===== config.mk =====
export PLATFORM = sky130hd
export DESIGN_NAME = yaw_to_quadrature_emulator
export DESIGN_NICKNAME = d
export VERILOG_FILES = /design/src/rtl/core/yqe_pkg.sv /design/src/rtl/core/yqe_rem_unit.sv /design/src/rtl/core/yqe_phase_gen.sv /design/src/rtl/core/yaw_to_quadrature_emulator.sv
export SDC_FILE = /design/constraint.sdc
export NUM_CORES = 2
export LEC_CHECK = 0
export BUFFER_PORTS_ARGS = -buffer_cell sky130_fd_sc_hd__buf_4
export CORE_MARGIN = 4
export CORE_UTILIZATION = 40
export DETAILED_ROUTE_END_ITERATION = 10
export GPL_TIMING_DRIVEN = 0
export PLACE_DENSITY = 0.66
export SYNTH_ARGS = -nofsm -noshare
export SYNTH_HDL_FRONTEND = slang
export SYNTH_SLANG_ARGS = --single-unit

===== constraint.sdc =====
create_clock -name clk_i -period 19.3 [get_ports clk_i]
set_clock_uncertainty 0.15 [all_clocks]
set_input_delay 0.965 -clock clk_i [delete_from_list [all_inputs] [get_ports clk_i]]
set_output_delay 0.965 -clock clk_i [all_outputs]
set_load 0.02 [all_outputs]

===== src/rtl/core/yqe_pkg.sv =====
// yqe_pkg: shared types, constants and the quadrature phase table
// for the yaw to quadrature emulator. No dependencies.
`timescale 1ns / 1ps

package yqe_pkg;

  localparam int unsigned YAW_W          = 20;
  localparam int unsigned TURN_W         = 16;
  localparam int unsigned CFG_W          = 19;
  localparam int unsigned PROD_W         = 36;
  localparam int unsigned IN_TDATA_W     = 24;
  localparam int unsigned OUT_TDATA_W    = 8;
  localparam int unsigned POSITION_BITS  = 40;

  localparam logic [CFG_W-1:0] STEP_INC_RESET  = 19'd3214;
  localparam logic [CFG_W-1:0] FULL_TURN_RESET = 19'd360000;

  typedef enum logic {
    CFG_STEP_INC  = 1'b0,
    CFG_FULL_TURN = 1'b1
  } cfg_idx_e;

  typedef enum logic {
    DIR_FWD = 1'b0,
    DIR_REV = 1'b1
  } dir_e;

  typedef enum logic [2:0] {
    ST_IDLE,
    ST_MUL,
    ST_POS,
    ST_CMP,
    ST_DIV,
    ST_FIN,
    ST_EMIT
  } state_e;

  typedef struct packed {
    logic start;
    dir_e dir;
  } emit_ctrl_t;

  // Returns {chan_b, chan_a} for a phase of the cycle.
  function automatic logic [1:0] phase_ba(dir_e dir, logic [1:0] idx);
    logic [1:0] ba;
    ba = 2'b00;
    unique case (dir)
      DIR_FWD: begin
        unique case (idx)
          2'd0: ba = 2'b01;
          2'd1: ba = 2'b11;
          2'd2: ba = 2'b10;
          default: ba = 2'b00;
        endcase
      end
      default: begin
        unique case (idx)
          2'd0: ba = 2'b10;
          2'd1: ba = 2'b11;
          2'd2: ba = 2'b01;
          default: ba = 2'b00;
        endcase
      end
    endcase
    return ba;
  endfunction

endpackage


===== src/rtl/core/yqe_rem_unit.sv =====
// yqe_rem_unit: bit-serial remainder, one compare-subtract per cycle.
// Depends on yqe_pkg.
`timescale 1ns / 1ps

module yqe_rem_unit #(
  parameter int unsigned PB = yqe_pkg::POSITION_BITS
) (
  input  logic                      clk_i,
  input  logic                      rst_ni,
  input  logic                      start_i,
  input  logic [PB-1:0]             dividend_i,
  input  logic [yqe_pkg::CFG_W-1:0] divisor_i,
  output logic                      done_o,
  output logic [yqe_pkg::CFG_W-1:0] rem_o
);

  localparam int unsigned CW = $clog2(PB);
  localparam int unsigned RW = yqe_pkg::CFG_W;

  logic          busy_q, busy_d;
  logic          done_q, done_d;
  logic [CW-1:0] cnt_q, cnt_d;
  logic [PB-1:0] sh_q, sh_d;
  logic [RW-1:0] rem_q, rem_d;
  logic [RW:0]   trial;
  logic [RW:0]   diff;

  assign trial = {rem_q, sh_q[PB-1]};
  assign diff  = trial - {1'b0, divisor_i};

  always_comb begin
    busy_d = busy_q;
    done_d = 1'b0;
    cnt_d  = cnt_q;
    sh_d   = sh_q;
    rem_d  = rem_q;
    if (start_i) begin
      busy_d = 1'b1;
      cnt_d  = '0;
      sh_d   = dividend_i;
      rem_d  = '0;
    end else if (busy_q) begin
      sh_d  = {sh_q[PB-2:0], 1'b0};
      rem_d = (trial >= {1'b0, divisor_i}) ? diff[RW-1:0] : trial[RW-1:0];
      cnt_d = cnt_q + 1'b1;
      if (cnt_q == CW'(PB - 1)) begin
        busy_d = 1'b0;
        done_d = 1'b1;
      end
    end
  end

  always_ff @(posedge clk_i or negedge rst_ni) begin
    if (!rst_ni) begin
      busy_q <= 1'b0;
      done_q <= 1'b0;
      cnt_q  <= '0;
    end else begin
      busy_q <= busy_d;
      done_q <= done_d;
      cnt_q  <= cnt_d;
    end
  end

  always_ff @(posedge clk_i) begin
    sh_q  <= sh_d;
    rem_q <= rem_d;
  end

  assign done_o = done_q;
  assign rem_o  = rem_q;

endmodule


===== src/rtl/core/yqe_phase_gen.sv =====
// yqe_phase_gen: registered output stage, plays one four-phase
// quadrature cycle on the master stream. Depends on yqe_pkg.
`timescale 1ns / 1ps

module yqe_phase_gen (
  input  logic                            clk_i,
  input  logic                            rst_ni,
  input  yqe_pkg::emit_ctrl_t             ctrl_i,
  output logic                            busy_o,
  output logic                            m_axis_tvalid_o,
  input  logic                            m_axis_tready_i,
  output logic [yqe_pkg::OUT_TDATA_W-1:0] m_axis_tdata_o, // [0] chan_a, [1] chan_b
  output logic                            m_axis_tlast_o
);

  logic          active_q, active_d;
  logic [1:0]    idx_q, idx_d;
  yqe_pkg::dir_e dir_q, dir_d;
  logic [1:0]    ba;

  always_comb begin
    active_d = active_q;
    idx_d    = idx_q;
    dir_d    = dir_q;
    if (ctrl_i.start) begin
      active_d = 1'b1;
      idx_d    = 2'd0;
      dir_d    = ctrl_i.dir;
    end else if (active_q && m_axis_tready_i) begin
      if (idx_q == 2'd3) begin
        active_d = 1'b0;
      end
      idx_d = idx_q + 2'd1;
    end
  end

  always_ff @(posedge clk_i or negedge rst_ni) begin
    if (!rst_ni) begin
      active_q <= 1'b0;
      idx_q    <= 2'd0;
      dir_q    <= yqe_pkg::DIR_FWD;
    end else begin
      active_q <= active_d;
      idx_q    <= idx_d;
      dir_q    <= dir_d;
    end
  end

  assign ba              = yqe_pkg::phase_ba(dir_q, idx_q);
  assign busy_o          = active_q;
  assign m_axis_tvalid_o = active_q;
  assign m_axis_tdata_o  = {{(yqe_pkg::OUT_TDATA_W - 2){1'b0}}, ba};
  assign m_axis_tlast_o  = (idx_q == 2'd3);

endmodule


===== src/rtl/core/yaw_to_quadrature_emulator.sv =====
// Yaw to quadrature emulator top level: sequencer, position datapath.
// Depends on yqe_pkg, yqe_rem_unit and yqe_phase_gen.
`timescale 1ns / 1ps

// Usage:
//   s_axis carries one yaw sample (signed millidegrees) per transfer.
//   m_axis carries quadrature phases: tdata[0] = A, tdata[1] = B, and
//   tlast marks the fourth phase. A sample gives either no phase or one
//   full forward or reverse cycle of four phases.
//   cfg_* writes step_increment (index 0) or full_turn (index 1); always
//   ready, write only while the block is idle.
// Timing:
//   One sample at a time; s_axis_tready_o is high only when idle.
//   A sample that moves nothing goes through multiply, position and
//   compare and back to idle. Otherwise the remainder of the angle step
//   is found bit-serially, one bit per cycle, in the divide state; the
//   finish state then moves the tracked angle and starts the four phases,
//   and the next sample is taken once the last phase has left.
//   A stalled receiver holds the current phase; the block waits.
// Reset: turn count, previous sample and tracked angle clear to zero,
//   registers return to 3214 and 360000.

module yaw_to_quadrature_emulator #(
  parameter int unsigned PB = yqe_pkg::POSITION_BITS
) (
  input  logic                            clk_i,
  input  logic                            rst_ni,
  input  logic                            s_axis_tvalid_i,
  output logic                            s_axis_tready_o,
  input  logic [yqe_pkg::IN_TDATA_W-1:0]  s_axis_tdata_i, // [19:0] yaw_mdeg
  output logic                            m_axis_tvalid_o,
  input  logic                            m_axis_tready_i,
  output logic [yqe_pkg::OUT_TDATA_W-1:0] m_axis_tdata_o, // [0] chan_a, [1] chan_b
  output logic                            m_axis_tlast_o,
  input  logic                            cfg_valid_i,
  output logic                            cfg_ready_o,
  input  logic                            cfg_index_i,
  input  logic [yqe_pkg::CFG_W-1:0]       cfg_data_i
);

  localparam int unsigned YW = yqe_pkg::YAW_W;
  localparam int unsigned TW = yqe_pkg::TURN_W;
  localparam int unsigned RW = yqe_pkg::CFG_W;
  localparam int unsigned MW = yqe_pkg::PROD_W;
  localparam int unsigned SW = (PB > MW) ? PB : MW;

  yqe_pkg::state_e state_q, state_d;

  logic [RW-1:0]        step_q, full_q;
  logic signed [TW-1:0] turn_q, turn_d;
  logic signed [YW-1:0] prev_q, prev_d;
  logic [PB-1:0]        ang_q, ang_d;
  logic signed [YW-1:0] yaw_q;
  logic signed [MW-1:0] prod_q;
  logic [PB-1:0]        pos_q;
  yqe_pkg::dir_e        dir_q, dir_d;

  logic [RW-1:0]        inc;
  logic [PB-1:0]        inc_ext;
  logic signed [SW-1:0] sum;
  logic                 ang_lt_pos, pos_lt_ang, rev_ok;
  logic [PB-1:0]        diff_fwd, diff_rev, dividend;
  logic [RW-1:0]        adj;
  logic                 rem_start, rem_done;
  logic [RW-1:0]        rem;
  yqe_pkg::emit_ctrl_t  emit_ctrl;
  logic                 emit_busy;
  logic                 in_xfer;

  assign in_xfer     = s_axis_tvalid_i && s_axis_tready_o;
  assign cfg_ready_o = 1'b1;

  // config registers
  always_ff @(posedge clk_i or negedge rst_ni) begin
    if (!rst_ni) begin
      step_q <= yqe_pkg::STEP_INC_RESET;
      full_q <= yqe_pkg::FULL_TURN_RESET;
    end else if (cfg_valid_i) begin
      unique case (yqe_pkg::cfg_idx_e'(cfg_index_i))
        yqe_pkg::CFG_STEP_INC:  step_q <= cfg_data_i;
        yqe_pkg::CFG_FULL_TURN: full_q <= cfg_data_i;
        default: ;
      endcase
    end
  end

  assign inc     = (step_q == '0) ? RW'(1) : step_q;
  assign inc_ext = PB'(inc);

  assign sum        = SW'(prod_q) + SW'(yaw_q);
  assign ang_lt_pos = $signed(ang_q) < $signed(pos_q);
  assign pos_lt_ang = $signed(pos_q) < $signed(ang_q);
  assign diff_fwd   = pos_q - ang_q;
  assign diff_rev   = ang_q - pos_q;
  assign rev_ok     = pos_lt_ang && (diff_rev > inc_ext);
  assign dividend   = ang_lt_pos ? diff_fwd : (diff_rev - inc_ext);

  // ceil(d/inc)*inc folded into a remainder correction
  always_comb begin
    adj = '0;
    unique case (dir_q)
      yqe_pkg::DIR_FWD: adj = (rem != '0) ? (inc - rem) : '0;
      default:          adj = (rem != '0) ? rem : inc;
    endcase
  end

  // next state
  always_comb begin
    state_d = state_q;
    unique case (state_q)
      yqe_pkg::ST_IDLE: if (in_xfer) state_d = yqe_pkg::ST_MUL;
      yqe_pkg::ST_MUL:  state_d = yqe_pkg::ST_POS;
      yqe_pkg::ST_POS:  state_d = yqe_pkg::ST_CMP;
      yqe_pkg::ST_CMP:  state_d = (ang_lt_pos || rev_ok) ? yqe_pkg::ST_DIV : yqe_pkg::ST_IDLE;
      yqe_pkg::ST_DIV:  if (rem_done) state_d = yqe_pkg::ST_FIN;
      yqe_pkg::ST_FIN:  state_d = yqe_pkg::ST_EMIT;
      yqe_pkg::ST_EMIT: if (!emit_busy) state_d = yqe_pkg::ST_IDLE;
      default:          state_d = yqe_pkg::ST_IDLE;
    endcase
  end

  // outputs and datapath updates
  always_comb begin
    s_axis_tready_o = 1'b0;
    turn_d          = turn_q;
    prev_d          = prev_q;
    ang_d           = ang_q;
    dir_d           = dir_q;
    rem_start       = 1'b0;
    emit_ctrl.start = 1'b0;
    emit_ctrl.dir   = dir_q;
    unique case (state_q)
      yqe_pkg::ST_IDLE: s_axis_tready_o = 1'b1;
      yqe_pkg::ST_POS: begin
        prev_d = yaw_q;
        if (yaw_q == '0 && prev_q > 0) begin
          turn_d = turn_q + TW'(1);
        end else if (yaw_q == '0 && prev_q < 0) begin
          turn_d = turn_q - TW'(1);
        end
      end
      yqe_pkg::ST_CMP: begin
        dir_d     = ang_lt_pos ? yqe_pkg::DIR_FWD : yqe_pkg::DIR_REV;
        rem_start = ang_lt_pos || rev_ok;
      end
      yqe_pkg::ST_FIN: begin
        ang_d           = pos_q + PB'(adj);
        emit_ctrl.start = 1'b1;
      end
      default: ;
    endcase
  end

  always_ff @(posedge clk_i or negedge rst_ni) begin
    if (!rst_ni) begin
      state_q <= yqe_pkg::ST_IDLE;
      turn_q  <= '0;
      prev_q  <= '0;
      ang_q   <= '0;
    end else begin
      state_q <= state_d;
      turn_q  <= turn_d;
      prev_q  <= prev_d;
      ang_q   <= ang_d;
    end
  end

  always_ff @(posedge clk_i) begin
    if (in_xfer) begin
      yaw_q <= $signed(s_axis_tdata_i[YW-1:0]);
    end
    if (state_q == yqe_pkg::ST_MUL) begin
      prod_q <= MW'(turn_q * $signed({1'b0, full_q}));
    end
    if (state_q == yqe_pkg::ST_POS) begin
      pos_q <= sum[PB-1:0];
    end
    dir_q <= dir_d;
  end

  yqe_rem_unit #(
    .PB (PB)
  ) u_rem (
    .clk_i      (clk_i),
    .rst_ni     (rst_ni),
    .start_i    (rem_start),
    .dividend_i (dividend),
    .divisor_i  (inc),
    .done_o     (rem_done),
    .rem_o      (rem)
  );

  yqe_phase_gen u_phase (
    .clk_i           (clk_i),
    .rst_ni          (rst_ni),
    .ctrl_i          (emit_ctrl),
    .busy_o          (emit_busy),
    .m_axis_tvalid_o (m_axis_tvalid_o),
    .m_axis_tready_i (m_axis_tready_i),
    .m_axis_tdata_o  (m_axis_tdata_o),
    .m_axis_tlast_o  (m_axis_tlast_o)
  );

`ifndef SYNTH
  a_valid_in_emit : assert property (@(posedge clk_i) disable iff (!rst_ni)
    m_axis_tvalid_o |-> state_q == yqe_pkg::ST_EMIT)
    else $error("phase output outside emit");

  a_no_overlap : assert property (@(posedge clk_i) disable iff (!rst_ni)
    !(s_axis_tready_o && m_axis_tvalid_o))
    else $error("input taken while phases pending");

  a_rem_done_in_div : assert property (@(posedge clk_i) disable iff (!rst_ni)
    rem_done |-> state_q == yqe_pkg::ST_DIV)
    else $error("remainder done outside divide step");

  a_angle_only_fin : assert property (@(posedge clk_i) disable iff (!rst_ni)
    state_q != yqe_pkg::ST_FIN |=> $stable(ang_q))
    else $error("tracked angle moved outside finish step");
`endif

endmodule

==> flow_summary_export.csv <==
group,metric,value,unit
outcome,outcome,"finished clean",
route,num_vias,26371,
layout,layout-drive-gt1-share,6.499,%
logic_synthesis,synth_adder_area_share,28.08,%
worst_setup_path,cp.arrival,8420,ps
clock_network,hold_buffers,0,
worst_setup_path,worst_r2r_endpoint,"prod_q[35]",
power_and_ir_drop,worst_ir_drop_vdd,0.07304,mV
route,ant_nets,0,
clock_network,cts_sinks,282,
place,gp_congestion,0.9425,
timing,layout_min_cycle_time,8304,ps
route,met2WireLength,43.01,mm
power_and_ir_drop,clockPowerShare,11.7,%
worst_setup_path,cp-end-kind,"register",
clock_network,cts_tree,"yes",
worst_setup_path,cp.required,19410,ps
layout,area_growth,9.098,%
clock_network,root_buffer,"clkbuf_16",
logic_synthesis,synthMuxAreaShare,2.133,%
clock_network,postCtsSetupRepairBufs,0,
clock_network,ctsLongestPathBuffers,3,
global_routing,grt_usage,20.97,%
layout,n_antenna_cell,0,
layout,nNetsFinal,4422,
floorplanning,ios,61,
logic_synthesis,synth_edf_count,134,
place,portBuffers,49,
timing,rsz0062_at_grt,"no",
timing,timing.final.crit_share,43.02,%
power_and_ir_drop,power_frac_comb,68.7,%
min_path,hold_class,"input pin to async pin",
timing,fin_ws,11000,ps
route,routed_wl,91.15,mm
logic_synthesis,synth_cells,3695,
floorplanning,initial_core_util,40.34,%
logic_synthesis,syn_area,32500,um^2
power_and_ir_drop,power.density,160.4,nW/um^2
clock_network,htreeDepth,2,
power_and_ir_drop,swShare,49.06,%
global_routing,grt_pass1_wl,144.2,mm
route,drc,0,
route,wl_met3,4.790,mm
flow_run,cap_violations,0,
floorplanning,die_h,293.0,um
timing,worst_pin_slew,1416,ps
route,wl_per_cell,18.69,um
logic_synthesis,synthXorXnorAreaFrac,6.064,%
floorplanning,row_count,104,
route,top_layer,"met4",
clock_network,clk_latency,550,ps
logic_synthesis,yosys_warnings,0,
logic_synthesis,synth-compound-area-share,16.81,%
global_routing,gr-total-overflow,0,
worst_setup_path,rrSetupSlack,11000,ps
timing,max_freq,120.4,MHz
logic_synthesis,synth.area.top_cells,"fa_1 15%, ha_1 13%, edfxtp_1 12%, dfrtp_1 8.8%, inv_1 5.3%",
worst_setup_path,critPathMaxFanout,10,
logic_synthesis,synth_top_area_share,15.03,%
timing,drv_slew,0,
route,wl_met1,40.39,mm
route,via_per_inst,5.408,
logic_synthesis,seq_area_frac_synth,23.54,%
global_routing,grt_start_max_net_pins,79,
logic_synthesis,synth_top_family_by_area,"adder cells",
logic_synthesis,synth.largest_area_cell,"fa_1",
logic_synthesis,ys_types,96,
worst_setup_path,ff2ff_path_depth,24,
floorplanning,core,80550,um^2
timing,hold_violations,0,
global_routing,grt_pass1_vias,25647,
global_routing,antenna_found_initial,1,
power_and_ir_drop,power.internal,2.897,mW
power_and_ir_drop,leakage,16.53,nW
power_and_ir_drop,power.share.sequential,19.7,%
timing,tns,0,ps
logic_synthesis,syn_avg_cell_area,8.795,um^2
floorplanning,fp.dieW,293.0,um
worst_setup_path,critical_path_class,"register to register",
clock_network,cts_resized,0,
place,dp_hpwl,74.90,mm
worst_setup_path,regToRegStartpoint,"full_q[11]",
floorplanning,dieArea,85860,um^2
timing,relSlewSlack,4.393,%
logic_synthesis,ys.flop_type,"edfxtp_1",
power_and_ir_drop,power.switching,2.790,mW
place,preCtsSetupSlack,11010,ps
route,drt_iter0_drc,1832,
worst_setup_path,start_kind,"register",
clock_network,clkTransAtPathRegs,70,ps
logic_synthesis,yosys_register_bits,282,
route,dr.pass1.iters,5,
clock_network,numCtsBuffers,34,
logic_synthesis,async_flop_share,45.74,%
timing,finalSetupViolCount,0,
logic_synthesis,yosys.area_share.simple,15.68,%
==> cells in the mapped netlist (24+ instances only) <==
master / n
a21oi_1: 231
fa_1: 244
buf_2: 24
o21bai_1: 45
nand4_1: 33
nand2_1: 379
inv_1: 458
ha_1: 339
o21a_1: 33
mux2_2: 46
edfxtp_1: 134
nor2_1: 198
nor4_1: 27
a21o_1: 109
and2_1: 163
nand3_1: 40
o21ai_0: 222
xnor2_1: 174
dfrtp_1: 114
xor2_1: 51
nor2b_1: 26
nor3_1: 57
clkbuf_1: 126
nand2b_1: 32
==> sequential cells by signal, indices dropped and copies added, names as in the netlist, 6 cells and up <==
signal and flops:
ang_q 40, full_q 19, pos_q 37, prev_q 20
prod_q 36, step_q 19, turn_q 16, u_rem.cnt_q 6
u_rem.rem_o 19, u_rem.sh_q 40, yaw_q 20
==> worst max path at each step <==
stage	from	end	slack (ps)
final	full_q[11]	prod_q[35]	11000
after global routing	full_q[11]	prod_q[35]	10630
after CTS	full_q[13]	prod_q[35]	10980
after detailed placement	full_q[13]	prod_q[35]	11010
after global placement	full_q[11]	prod_q[35]	11070
after floorplan	full_q[6]	prod_q[35]	12400
==> critical path: stages, from the launching register on <==
cell and delay [ps]:
dfstp_2 730, clkbuf_1 590, nand2_1 170, fa_1 530, fa_1 470, fa_1 550
inv_1 50, fa_1 490, fa_1 490, inv_1 50, fa_1 540, inv_1 60
ha_1 360, a21o_1 210, a21o_1 180, a221oi_1 280, o21ai_0 170, a31oi_1 430
a21oi_1 210, nand4_1 140, nand3_1 120, or4_1 420, a31oi_1 280, o21ai_0 180
xnor2_1 160
==> placed cells by master, fill, tap and decap left out, types with 15 or more instances in the layout <==
cell / count
a211oi_1: 18
a21o_1: 109
a21oi_1: 231
a31oi_1: 19
and2_1: 163
and3_1: 23
buf_2: 24
buf_4: 62
clkbuf_1: 129
clkbuf_16: 38
dfrtp_1: 114
dfstp_2: 15
dfxtp_1: 19
edfxtp_1: 134
fa_1: 244
ha_1: 339
inv_1: 458
mux2_2: 46
nand2_1: 378
nand2b_1: 32
nand3_1: 40
nand4_1: 33
nor2_1: 198
nor2b_1: 26
nor3_1: 57
nor4_1: 27
o211ai_1: 23
o21a_1: 33
o21ai_0: 222
o21bai_1: 45
o31ai_1: 19
or3_1: 18
xnor2_1: 174
xor2_1: 51
==> power by group through the flow <==
stage	Clock (mW)	Sequential (mW)	Combinational, mW
finish	0.664	1.12	3.90
global route	0.702	1.14	4.32
CTS	0.681	1.12	3.85
detailed placement	0	1.13	3.83
global placement	0	1.12	3.79
floorplan	0	1.04	2.98
==> layout make-up <==
class,count,area [um^2]
fill,7903,45090
multi-input combinational,2785,22380
sequential,282,7651
inverter,462,1734
tap,1060,1326
clock buffer,44,993.5
buffer,171,755.7
timing repair buffer,54,452.9
clock inverter,18,156.4
==> per-layer routing <==
metal | global-route usage, % | vias to the layer above
li1 | - | 12673
met1 | 28.69 | 12875
met2 | 35.07 | 692
met3 | 2.298 | 131
met4 | 6.485 | 0
met5 | 0 | -
==> per-stage QoR <==
| step | cell area (um^2) | hold WS (ps) | power [mW] | std cells | utilization, % |
|---|---|---|---|---|---|
| 4_1_cts | 35450 | 219.7 | 5.650 | 4876 | 44.01 |
| 6_report | 35450 | 209.5 | 5.687 | 4876 | 44.01 |
| 3_5_place_dp | 34300 | 347.2 | 4.957 | 4814 | 42.59 |
| 3_3_place_gp | 34210 | 335.9 | 4.910 | 4809 | 42.47 |
| 2_1_floorplan | 32510 | 322.6 | 4.020 | 3700 | - |
| 5_1_grt | 35450 | 240.9 | 6.164 | 4876 | 44.01 |
==> kinds of logic (layout without fill, tap and decap cells) <==
| family | Yosys count | after routing |
|---|---|---|
| compound gates | 857 | 857 |
| fa+ha+maj | 583 | 583 |
| buf+inv | 633 | 749 |
| simple gates | 1050 | 1050 |
| other cells | 2 | 7 |
| flops | 282 | 282 |
| xor+xnor | 225 | 225 |
| mux | 63 | 63 |
Power figures use the tool's default switching activity.
